[config.mk]
export PLATFORM = sky130hd
export DESIGN_NAME = colour_fade_track_table_top
export DESIGN_NICKNAME = d
export VERILOG_FILES = /design/src/design/cftt_pkg.sv /design/src/design/cftt_track_store.sv /design/src/design/cftt_divider.sv /design/src/design/colour_fade_track_table_top.sv
export SDC_FILE = /design/constraint.sdc
export NUM_CORES = 2
export LEC_CHECK = 0
export ABC_CLOCK_PERIOD_IN_PS = 17400
export BUFFER_PORTS_ARGS = -buffer_cell sky130_fd_sc_hd__clkbuf_2
export CAP_MARGIN = 25
export CORE_MARGIN = 1
export CORE_UTILIZATION = 50
export CTS_BUF_LIST = sky130_fd_sc_hd__clkbuf_4 sky130_fd_sc_hd__clkbuf_8
export DETAILED_ROUTE_END_ITERATION = 10
export GPL_TIMING_DRIVEN = 0
export PLACE_DENSITY = 0.66
export SYNTH_ARGS = -nofsm -noshare
export SYNTH_HDL_FRONTEND = slang
export SYNTH_SLANG_ARGS = --single-unit
[constraint.sdc]
create_clock -name clk -period 17.4 [get_ports clk]
set_input_delay 2.61 -clock clk [delete_from_list [all_inputs] [get_ports clk]]
set_output_delay 2.61 -clock clk [all_outputs]
set_load 0.05 [all_outputs]
[src/design/cftt_pkg.sv]
// ----------------------------------------------------------------------------
// cftt_pkg: shared types and constants for the colour fade track table
// Holds the track entry layout, operation and channel codes, the sequencer
// states and the arithmetic widths used by the blend datapath and the divider.
// ----------------------------------------------------------------------------
`default_nettype none

package cftt_pkg;

	// Number of fade tracks held in the table (1 to 64).
	localparam int TRACKS    = 8;
	localparam int TRK_W     = (TRACKS > 1) ? $clog2(TRACKS) : 1;
	localparam int TIDX_W    = 8;

	// Field widths.
	localparam int TICKS_W   = 32;
	localparam int DUR_W     = 16;
	localparam int RGB_W     = 24;
	localparam int CH_W      = 8;
	localparam int FTK_W     = 16;

	// 32 ticks per frame.
	localparam int FRAC_BITS = 5;
	localparam logic [TICKS_W-1:0] ARM_TICKS = TICKS_W'(32);

	// Whole frames elapsed, remaining frames, blend numerator and its magnitude.
	localparam int FRM_W     = TICKS_W - FRAC_BITS;
	localparam int REM_W     = FRM_W + 1;
	localparam int NUM_W     = REM_W + CH_W + 2;
	localparam int MAG_W     = NUM_W - 1;
	localparam int DIV_CNT_W = $clog2(MAG_W);

	typedef enum logic [1:0] {
		FUNC_ARM  = 2'd0,
		FUNC_STEP = 2'd1,
		FUNC_READ = 2'd2,
		FUNC_NOP  = 2'd3
	} func_t;

	typedef enum logic [1:0] {
		CHAN_RED   = 2'd0,
		CHAN_GREEN = 2'd1,
		CHAN_BLUE  = 2'd2,
		CHAN_NONE  = 2'd3
	} chan_t;

	typedef enum logic [2:0] {
		ST_IDLE,
		ST_LOAD,
		ST_MUL,
		ST_SUM,
		ST_START,
		ST_DIV,
		ST_WB,
		ST_DONE
	} state_t;

	typedef struct packed {
		logic [TICKS_W-1:0] ticks;
		logic [DUR_W-1:0]   dur;
		logic [RGB_W-1:0]   start_rgb;
		logic [RGB_W-1:0]   end_rgb;
		logic [RGB_W-1:0]   cur_rgb;
	} track_t;

	typedef struct packed {
		logic             rd_en;
		logic             wr_en;
		logic [TRK_W-1:0] addr;
		track_t           wr_data;
	} store_req_t;

	typedef struct packed {
		logic             start;
		logic [MAG_W-1:0] dividend;
		logic [DUR_W-1:0] divisor;
	} div_req_t;

	typedef struct packed {
		logic            done;
		logic [CH_W-1:0] quot_low;
	} div_rsp_t;

endpackage

`default_nettype wire

[src/design/cftt_track_store.sv]
// ----------------------------------------------------------------------------
// cftt_track_store: per-track state memory
// Reads and writes share one address and read data is registered. Per-entry
// valid bits make an entry that was never armed read back as all zeros.
// ----------------------------------------------------------------------------
`default_nettype none

module cftt_track_store
	import cftt_pkg::*;
(
	input  wire logic       clk,
	input  wire logic       arst_n,
	input  wire store_req_t req,
	output track_t          rd_data
);

	track_t              mem_q [TRACKS];
	track_t              rd_raw_q;
	logic [TRACKS-1:0]   valid_q;
	logic                rd_valid_q;

	always_ff @(posedge clk) begin
		if (req.wr_en) begin
			mem_q[req.addr] <= req.wr_data;
		end
		if (req.rd_en) begin
			rd_raw_q <= mem_q[req.addr];
		end
	end

	always_ff @(posedge clk or negedge arst_n) begin
		if (!arst_n) begin
			valid_q    <= '0;
			rd_valid_q <= 1'b0;
		end else begin
			if (req.wr_en) begin
				valid_q[req.addr] <= 1'b1;
			end
			if (req.rd_en) begin
				rd_valid_q <= valid_q[req.addr];
			end
		end
	end

	assign rd_data = rd_valid_q ? rd_raw_q : '0;

endmodule

`default_nettype wire

[src/design/cftt_divider.sv]
// ----------------------------------------------------------------------------
// cftt_divider: iterative unsigned restoring divider
// Divides the blend numerator magnitude by the ramp length magnitude, one
// quotient bit per cycle, and returns the low byte of the quotient.
// ----------------------------------------------------------------------------
`default_nettype none

module cftt_divider
	import cftt_pkg::*;
(
	input  wire logic     clk,
	input  wire logic     arst_n,
	input  wire div_req_t req,
	output div_rsp_t      rsp
);

	logic                 busy_q;
	logic                 done_q;
	logic [DIV_CNT_W-1:0] cnt_q;
	logic [DUR_W-1:0]     part_q;
	logic [MAG_W-1:0]     quo_q;
	logic [DUR_W-1:0]     dsr_q;

	logic [DUR_W:0]       shifted;
	logic [DUR_W+1:0]     diff;
	logic                 fits;

	assign shifted = {part_q, quo_q[MAG_W-1]};
	assign diff    = {1'b0, shifted} - {2'b00, dsr_q};
	assign fits    = !diff[DUR_W+1];

	always_ff @(posedge clk or negedge arst_n) begin
		if (!arst_n) begin
			busy_q <= 1'b0;
			done_q <= 1'b0;
			cnt_q  <= '0;
		end else if (req.start) begin
			busy_q <= 1'b1;
			done_q <= 1'b0;
			cnt_q  <= '0;
		end else if (busy_q) begin
			cnt_q <= cnt_q + DIV_CNT_W'(1);
			if (cnt_q == DIV_CNT_W'(MAG_W - 1)) begin
				busy_q <= 1'b0;
				done_q <= 1'b1;
			end
		end else begin
			done_q <= 1'b0;
		end
	end

	always_ff @(posedge clk) begin
		if (req.start) begin
			part_q <= '0;
			quo_q  <= req.dividend;
			dsr_q  <= req.divisor;
		end else if (busy_q) begin
			part_q <= fits ? diff[DUR_W-1:0] : shifted[DUR_W-1:0];
			quo_q  <= {quo_q[MAG_W-2:0], fits};
		end
	end

	assign rsp.done     = done_q;
	assign rsp.quot_low = quo_q[CH_W-1:0];

endmodule

`default_nettype wire

[src/design/colour_fade_track_table_top.sv]
// Flow: arm, read, no-operation and refused step transactions go from ST_LOAD
//   to ST_DONE; a blending step runs ST_MUL to ST_DIV per channel, then ST_WB.
// One transaction at a time; the next is taken once the sequencer is in ST_IDLE.
//   A blending step uses the shared divider for each colour channel in turn:
//   ST_MUL and ST_SUM form the numerator, ST_START starts the divider.
// Reset: arst_n clears the sequencer, the handshakes and every track to zero.
// ----------------------------------------------------------------------------
// colour_fade_track_table_top: table of linear colour fade tracks
// A small sequencer runs one transaction at a time against the track memory.
// A step blends start and end colour per channel through one shared divider.
// ----------------------------------------------------------------------------
`default_nettype none

module colour_fade_track_table_top
	import cftt_pkg::*;
(
	input  wire logic                    clk,
	input  wire logic                    arst_n,
	input  wire logic                    in_valid,
	output logic                         in_ready,
	input  wire logic [1:0]              func,
	input  wire logic [TIDX_W-1:0]       track_index,
	input  wire logic [RGB_W-1:0]        start_colour,
	input  wire logic [RGB_W-1:0]        end_colour,
	input  wire logic signed [DUR_W-1:0] duration_frames,
	input  wire logic [FTK_W-1:0]        frame_ticks,
	input  wire logic [1:0]              channel_select,
	output logic                         out_valid,
	input  wire logic                    out_ready,
	output logic                         step_ok,
	output logic                         finished,
	output logic [CH_W-1:0]              channel_value
);

	state_t state_q;
	state_t state_d;

	// Captured transaction.
	func_t             func_q;
	logic [TRK_W-1:0]  trk_q;
	logic [RGB_W-1:0]  start_q;
	logic [RGB_W-1:0]  endc_q;
	logic [DUR_W-1:0]  dur_in_q;
	logic [FTK_W-1:0]  fticks_q;
	chan_t             chsel_q;

	// Blend datapath.
	track_t                   entry_q;
	logic signed [FRM_W-1:0]  frm_q;
	logic signed [REM_W-1:0]  rem_q;
	chan_t                    chan_q;
	logic signed [NUM_W-1:0]  prod_s_q;
	logic signed [NUM_W-1:0]  prod_e_q;
	logic signed [NUM_W-1:0]  num_q;
	logic                     qneg_q;
	logic [RGB_W-1:0]         next_rgb_q;

	// Pending result and output register.
	logic            res_ok_q;
	logic            res_fin_q;
	logic [CH_W-1:0] res_val_q;
	logic            out_valid_q;
	logic            ok_q;
	logic            fin_q;
	logic [CH_W-1:0] val_q;

	store_req_t store_req;
	track_t     rd_entry;
	div_req_t   div_req;
	div_rsp_t   div_rsp;

	logic                    accept;
	logic                    out_load;
	logic [TRK_W-1:0]        trk_map;
	logic signed [TICKS_W-1:0] ticks_rd;
	logic [TICKS_W-1:0]      ticks_biased;
	logic signed [FRM_W-1:0] frm_d;
	logic signed [REM_W-1:0] rem_d;
	logic signed [CH_W:0]    s_op;
	logic signed [CH_W:0]    e_op;
	logic signed [NUM_W-1:0] prod_s;
	logic signed [NUM_W-1:0] prod_e;
	logic [NUM_W-1:0]        num_mag;
	logic [DUR_W-1:0]        dur_mag;
	logic [CH_W-1:0]         chan_byte;
	logic [TICKS_W-1:0]      ticks_new;
	logic signed [TICKS_W-1:0] dur_ticks;
	logic                    fin_d;
	logic [CH_W-1:0]         read_byte;
	track_t                  arm_entry;
	track_t                  step_entry;

	assign accept   = in_valid && in_ready;
	assign out_load = (state_q == ST_DONE) && (!out_valid_q || out_ready);

	// Out-of-range track indexes fall back to track 0.
	assign trk_map = (track_index < TIDX_W'(TRACKS)) ? track_index[TRK_W-1:0] : '0;

	// Whole frames elapsed, truncated toward zero: bias negative counts by 31
	// before the arithmetic shift.
	assign ticks_rd     = rd_entry.ticks;
	assign ticks_biased = rd_entry.ticks
		+ {{(TICKS_W-FRAC_BITS){1'b0}}, {FRAC_BITS{ticks_rd[TICKS_W-1]}}};
	assign frm_d = ticks_biased[TICKS_W-1:FRAC_BITS];
	assign rem_d = {{(REM_W-DUR_W){rd_entry.dur[DUR_W-1]}}, rd_entry.dur}
		- {frm_d[FRM_W-1], frm_d};

	// One channel of the blend numerator: start*(duration-frames) + end*frames.
	assign s_op   = {1'b0, entry_q.start_rgb[chan_q*CH_W +: CH_W]};
	assign e_op   = {1'b0, entry_q.end_rgb[chan_q*CH_W +: CH_W]};
	assign prod_s = s_op * rem_q;
	assign prod_e = e_op * frm_q;

	// The divider works on magnitudes; the quotient sign is restored on its
	// low byte, which is all that is kept.
	assign num_mag   = num_q[NUM_W-1] ? -num_q : num_q;
	assign dur_mag   = entry_q.dur[DUR_W-1] ? -entry_q.dur : entry_q.dur;
	assign chan_byte = qneg_q ? -div_rsp.quot_low : div_rsp.quot_low;

	// Tick counter advance and end-of-ramp test, signed on 32 bits.
	assign ticks_new = entry_q.ticks + {{(TICKS_W-FTK_W){1'b0}}, fticks_q};
	assign dur_ticks = {{(TICKS_W-DUR_W-FRAC_BITS){entry_q.dur[DUR_W-1]}},
		entry_q.dur, {FRAC_BITS{1'b0}}};
	assign fin_d     = dur_ticks < $signed(ticks_new);

	always_comb begin
		case (chsel_q)
			CHAN_RED:   read_byte = rd_entry.cur_rgb[0*CH_W +: CH_W];
			CHAN_GREEN: read_byte = rd_entry.cur_rgb[1*CH_W +: CH_W];
			CHAN_BLUE:  read_byte = rd_entry.cur_rgb[2*CH_W +: CH_W];
			default:    read_byte = '0;
		endcase
	end

	assign arm_entry = '{
		ticks:     ARM_TICKS,
		dur:       dur_in_q,
		start_rgb: start_q,
		end_rgb:   endc_q,
		cur_rgb:   start_q
	};

	assign step_entry = '{
		ticks:     ticks_new,
		dur:       entry_q.dur,
		start_rgb: entry_q.start_rgb,
		end_rgb:   entry_q.end_rgb,
		cur_rgb:   next_rgb_q
	};

	// Sequencer state register.
	always_ff @(posedge clk or negedge arst_n) begin
		if (!arst_n) begin
			state_q <= ST_IDLE;
		end else begin
			state_q <= state_d;
		end
	end

	// Next state, handshake and the requests to the memory and the divider.
	always_comb begin
		state_d           = state_q;
		in_ready          = 1'b0;
		store_req.rd_en   = 1'b0;
		store_req.wr_en   = 1'b0;
		store_req.addr    = trk_q;
		store_req.wr_data = step_entry;
		div_req.start     = 1'b0;
		div_req.dividend  = num_mag[MAG_W-1:0];
		div_req.divisor   = dur_mag;
		case (state_q)
			ST_IDLE: begin
				in_ready       = 1'b1;
				store_req.addr = trk_map;
				if (in_valid) begin
					store_req.rd_en = 1'b1;
					state_d         = ST_LOAD;
				end
			end
			ST_LOAD: begin
				state_d = ST_DONE;
				if (func_q == FUNC_ARM) begin
					store_req.wr_en   = 1'b1;
					store_req.wr_data = arm_entry;
				end else if (func_q == FUNC_STEP && rd_entry.dur != '0) begin
					state_d = ST_MUL;
				end
			end
			ST_MUL: begin
				state_d = ST_SUM;
			end
			ST_SUM: begin
				state_d = ST_START;
			end
			ST_START: begin
				div_req.start = 1'b1;
				state_d       = ST_DIV;
			end
			ST_DIV: begin
				if (div_rsp.done) begin
					state_d = (chan_q == CHAN_BLUE) ? ST_WB : ST_MUL;
				end
			end
			ST_WB: begin
				store_req.wr_en = 1'b1;
				state_d         = ST_DONE;
			end
			ST_DONE: begin
				if (!out_valid_q || out_ready) begin
					state_d = ST_IDLE;
				end
			end
			default: begin
				state_d = ST_IDLE;
			end
		endcase
	end

	// Datapath registers.
	always_ff @(posedge clk) begin
		if (accept) begin
			func_q   <= func_t'(func);
			trk_q    <= trk_map;
			start_q  <= start_colour;
			endc_q   <= end_colour;
			dur_in_q <= duration_frames;
			fticks_q <= frame_ticks;
			chsel_q  <= chan_t'(channel_select);
		end
		case (state_q)
			ST_LOAD: begin
				entry_q   <= rd_entry;
				frm_q     <= frm_d;
				rem_q     <= rem_d;
				chan_q    <= CHAN_RED;
				res_ok_q  <= 1'b0;
				res_fin_q <= 1'b0;
				res_val_q <= (func_q == FUNC_READ) ? read_byte : '0;
			end
			ST_MUL: begin
				prod_s_q <= prod_s;
				prod_e_q <= prod_e;
			end
			ST_SUM: begin
				num_q <= prod_s_q + prod_e_q;
			end
			ST_START: begin
				qneg_q <= num_q[NUM_W-1] ^ entry_q.dur[DUR_W-1];
			end
			ST_DIV: begin
				if (div_rsp.done) begin
					next_rgb_q[chan_q*CH_W +: CH_W] <= chan_byte;
					chan_q <= chan_t'(chan_q + 2'd1);
				end
			end
			ST_WB: begin
				res_ok_q  <= 1'b1;
				res_fin_q <= fin_d;
			end
			default: begin
			end
		endcase
		if (out_load) begin
			ok_q  <= res_ok_q;
			fin_q <= res_fin_q;
			val_q <= res_val_q;
		end
	end

	// Output register valid: a finished transaction waits in ST_DONE until the
	// previous result has been taken.
	always_ff @(posedge clk or negedge arst_n) begin
		if (!arst_n) begin
			out_valid_q <= 1'b0;
		end else if (out_load) begin
			out_valid_q <= 1'b1;
		end else if (out_ready) begin
			out_valid_q <= 1'b0;
		end
	end

	assign out_valid     = out_valid_q;
	assign step_ok       = ok_q;
	assign finished      = fin_q;
	assign channel_value = val_q;

	cftt_track_store u_store (
		.clk     (clk),
		.arst_n  (arst_n),
		.req     (store_req),
		.rd_data (rd_entry)
	);

	cftt_divider u_div (
		.clk    (clk),
		.arst_n (arst_n),
		.req    (div_req),
		.rsp    (div_rsp)
	);

endmodule

`default_nettype wire

==> flow_summary_export.csv <==
group,metric,value,unit
routing,totalWireLength,228000,um
global_routing,grt_use_met3,0.0559,
placement,placed_cell_area,0.0867,mm^2
finish,layout_common_cells,"1745 x nand2_1, 1529 x edfxtp_1, 632 x nand3_1",
flow_run,maxCapViolations,0,
worst_setup_path,r2r-end,"prod_e_q[36]",
logic_synthesis,syn-num-nets,7922,
global_routing,grt_pass1_wl,339000,um
global_routing,grt_max_degree,87,
clock_tree,cts_setup_buffers,0,
timing,tightestPinTransition,1140,ps
pwr,switching_share,0.202,
pwr,powerDensity,80.6,mW/mm^2
worst_setup_path,startpoint,"chan_q[1]",
pwr,clock_power_share,0.448,
die,initial_core_util,0.505,
finish,multi_input_area,0.0314,mm^2
clock_tree,cts_resized,0,
die,die_x,405,um
routing,wl_per_cell,22.5,um
clock_tree,cts_tree,"done",
routing,post-route-drc-count,0,
clock_tree,clockBufferDepth,4,
pwr,p_comb_frac,0.002,
outcome,status,"complete, no violations",
logic_synthesis,synth-seq-cells,1566,
worst_hold_path,holdPathStages,0,
pwr,peakVddDrop,86.0,uV
worst_setup_path,r2r_slack,8170,ps
clock_tree,cts_hold_buf,0,
worst_setup_path,endpoint_kind,"flop",
worst_setup_path,critPathSlowestCell,"clkbuf_1",
die,die_h,405,um
global_routing,first_global_vias,56300,
logic_synthesis,ys_warn_count,0,
timing,grt_setup_unrepaired,"no",
global_routing,grt_overflow,0,
placement,io_buffers,107,
routing,vias,56600,
worst_setup_path,worstReg2RegStart,"chan_q[1]",
global_routing,use_met1,0.364,
timing,hold_violations,0,
worst_setup_path,startpoint_type,"flop",
pwr,total_power,7.41,mW
worst_setup_path,slowest_delay,720,ps
clock_tree,htreeDepth,5,
timing,hold_ws,432,ps
finish,drive_gt1_frac,0.0930,
routing,via_per_inst,5.60,
finish,nFillCells,13400,
timing,min_period,9230,ps
logic_synthesis,synthArstFlopShare,0.0134,
worst_setup_path,crit_required,18160,ps
placement,gp_congestion,0.899,
worst_setup_path,crit_type,"flop to flop",
finish,area_growth_syn_to_layout,13.0,%
placement,dp_cells,9630,
global_routing,grt_antenna_before_repair,9,
die,core-area,0.161,mm^2
pwr,pwr-share-seq,0.550,
worst_setup_path,crit_fanout,10,
routing,first_pass_iters,6,
global_routing,track_usage,0.278,
logic_synthesis,synth_edf_count,1529,
pwr,p_leak,37.8,nW
timing,fin_ws,8170,ps
timing,fin_setup_tns,0,ps
clock_tree,clock_latency,1070,ps
finish,design_area,0.0920,mm^2
clock_tree,cts.sinks,1566,
worst_setup_path,rr_worst_depth,25,
die,ios,108,
die,die_area,0.164,mm^2
global_routing,use_met2,0.450,
clock_tree,cts_root_buf,"clkbuf_8",
placement,dp_hpwl,167000,um
finish,layout_commonest_cell,"nand2_1",
routing,ant_nets,0,
finish,final_util,0.571,
logic_synthesis,seq_area_frac_synth,0.575,
timing,skew,92.7,ps
logic_synthesis,synth_cells,7198,
logic_synthesis,synth-main-ff-cell,"edfxtp_1",
logic_synthesis,avgSynthCellArea,11.3,um^2
worst_hold_path,hold_path_class,"flop to flop",
die,row_count,147,
timing,fmax,0.108,GHz
finish,instances_no_fill,10100,
timing,slew_viol_final,0,
worst_setup_path,crit_end,"prod_e_q[36]",
global_routing,top_usage_layer,"met2",
pwr,power.internal,5.92,mW
logic_synthesis,synth_cell_type_count,75,
placement,pre_cts_ws,8340,ps
pwr,power_switching,1.49,mW
clock_tree,cts_made_buffers,277,
timing,slew_headroom,0.238,
clock_tree,clk_pin_slew,60,ps
timing,setup-violations-final,0,
finish,nets,8479,
routing,drtIter0Drc,5886,
finish,seq_area,0.0468,mm^2
logic_synthesis,synth_area,0.0813,mm^2
timing,finalCritPeriodShare,0.531,
worst_setup_path,arrival,10000,ps
[synthesized netlist by cell type, types with 16 or more instances]
cell,number,area [um^2]
a211oi_1,27,203
o21ai_1,20,100
clkbuf_1,291,1090
a31oi_1,20,125
nand3_1,632,3160
nor3_1,43,215
dfrtp_1,21,526
dfxtp_1,16,320
and2_1,309,1930
inv_1,556,2090
o21ai_0,279,1400
o31ai_1,27,203
fa_1,346,6930
mux2i_1,34,340
nand2b_1,32,200
nand4_1,30,188
xor2_1,97,850
a21oi_1,177,886
edfxtp_1,1529,45900
o21bai_1,24,180
nor2_1,192,721
nand2_1,1746,6550
ha_1,282,3530
a21o_1,78,586
nor2b_1,35,219
xnor2_1,148,1300
o21a_1,18,135
[state kept, by name, summed over array words and instances (netlist names), 16 cells and up]
signal            count
rem_q                28
prod_e_q             36
dur_ticks            16
u_div.part_q         16
u_div.quo_q          37
prod_s_q             37
u_div.dsr_q          16
entry_q              80
endc_q               24
dur_in_q             16
next_rgb_q           24
u_store.rd_raw_q    120
frm_q                27
start_q              24
u_store.mem_q       960
num_q                38
fticks_q             16
[routing by layer]
| layer | part of all wire | vias up |
|---|---|---|
| li1 | - | 25800 |
| met1 | 0.39 | 27700 |
| met2 | 0.48 | 2596 |
| met3 | 0.089 | 494 |
| met4 | 0.041 | 4 |
| met5 | 0.000097 | - |
[area by class of cell]
type | count | share of cell area
Sequential cell | 1566 | 0.509
Multi-Input combinational cell | 4771 | 0.342
Clock buffer | 373 | 0.0498
Tap cell | 2160 | 0.0294
Timing Repair Buffer | 278 | 0.0285
Inverter | 556 | 0.0228
Buffer | 305 | 0.0125
Clock inverter | 87 | 0.00654
Antenna cell | 9 | 0.000245
[power groups by stage]
stage	sequential, mW	combinational, mW	clock, mW
after floorplan	4.16	0.000201	0
after global placement	4.16	0.0124	0
after detailed placement	4.16	0.0128	0
after CTS	4.08	0.0129	3.36
after global routing	4.08	0.0140	3.51
final	4.08	0.0130	3.32
[how the worst min path moves through the flow]
stage,startpoint,to,slack [ps]
5_1_grt,res_val_q[6],channel_value[6],440
3_5_place_dp,res_val_q[0],channel_value[0],410
2_1_floorplan,res_val_q[0],channel_value[0],400
6_report,res_val_q[2],channel_value[2],430
3_3_place_gp,res_val_q[1],channel_value[1],410
4_1_cts,res_val_q[6],channel_value[6],430
[worst max-delay path: cells and delay by family, from the launching register on]
family / cells / cell delay (ps)
fa+ha+maj: 5 / 2530
flops: 1 / 360
compound gates: 7 / 1840
buf+inv: 7 / 2270
simple gates: 5 / 1700
xor+xnor: 1 / 220
[logic make-up (layout without fill, tap and decap cells)]
logic type | after synthesis | after routing | synth area share
flops | 1566 | 1566 | 0.575
xor+xnor | 245 | 245 | 0.0264
other cells | 0 | 9 | 0
mux | 36 | 36 | 0.00446
fa+ha+maj | 628 | 628 | 0.129
simple gates | 3116 | 3116 | 0.171
compound gates | 746 | 746 | 0.0549
buf+inv | 861 | 1599 | 0.0397
Power figures use the tool's default switching activity.
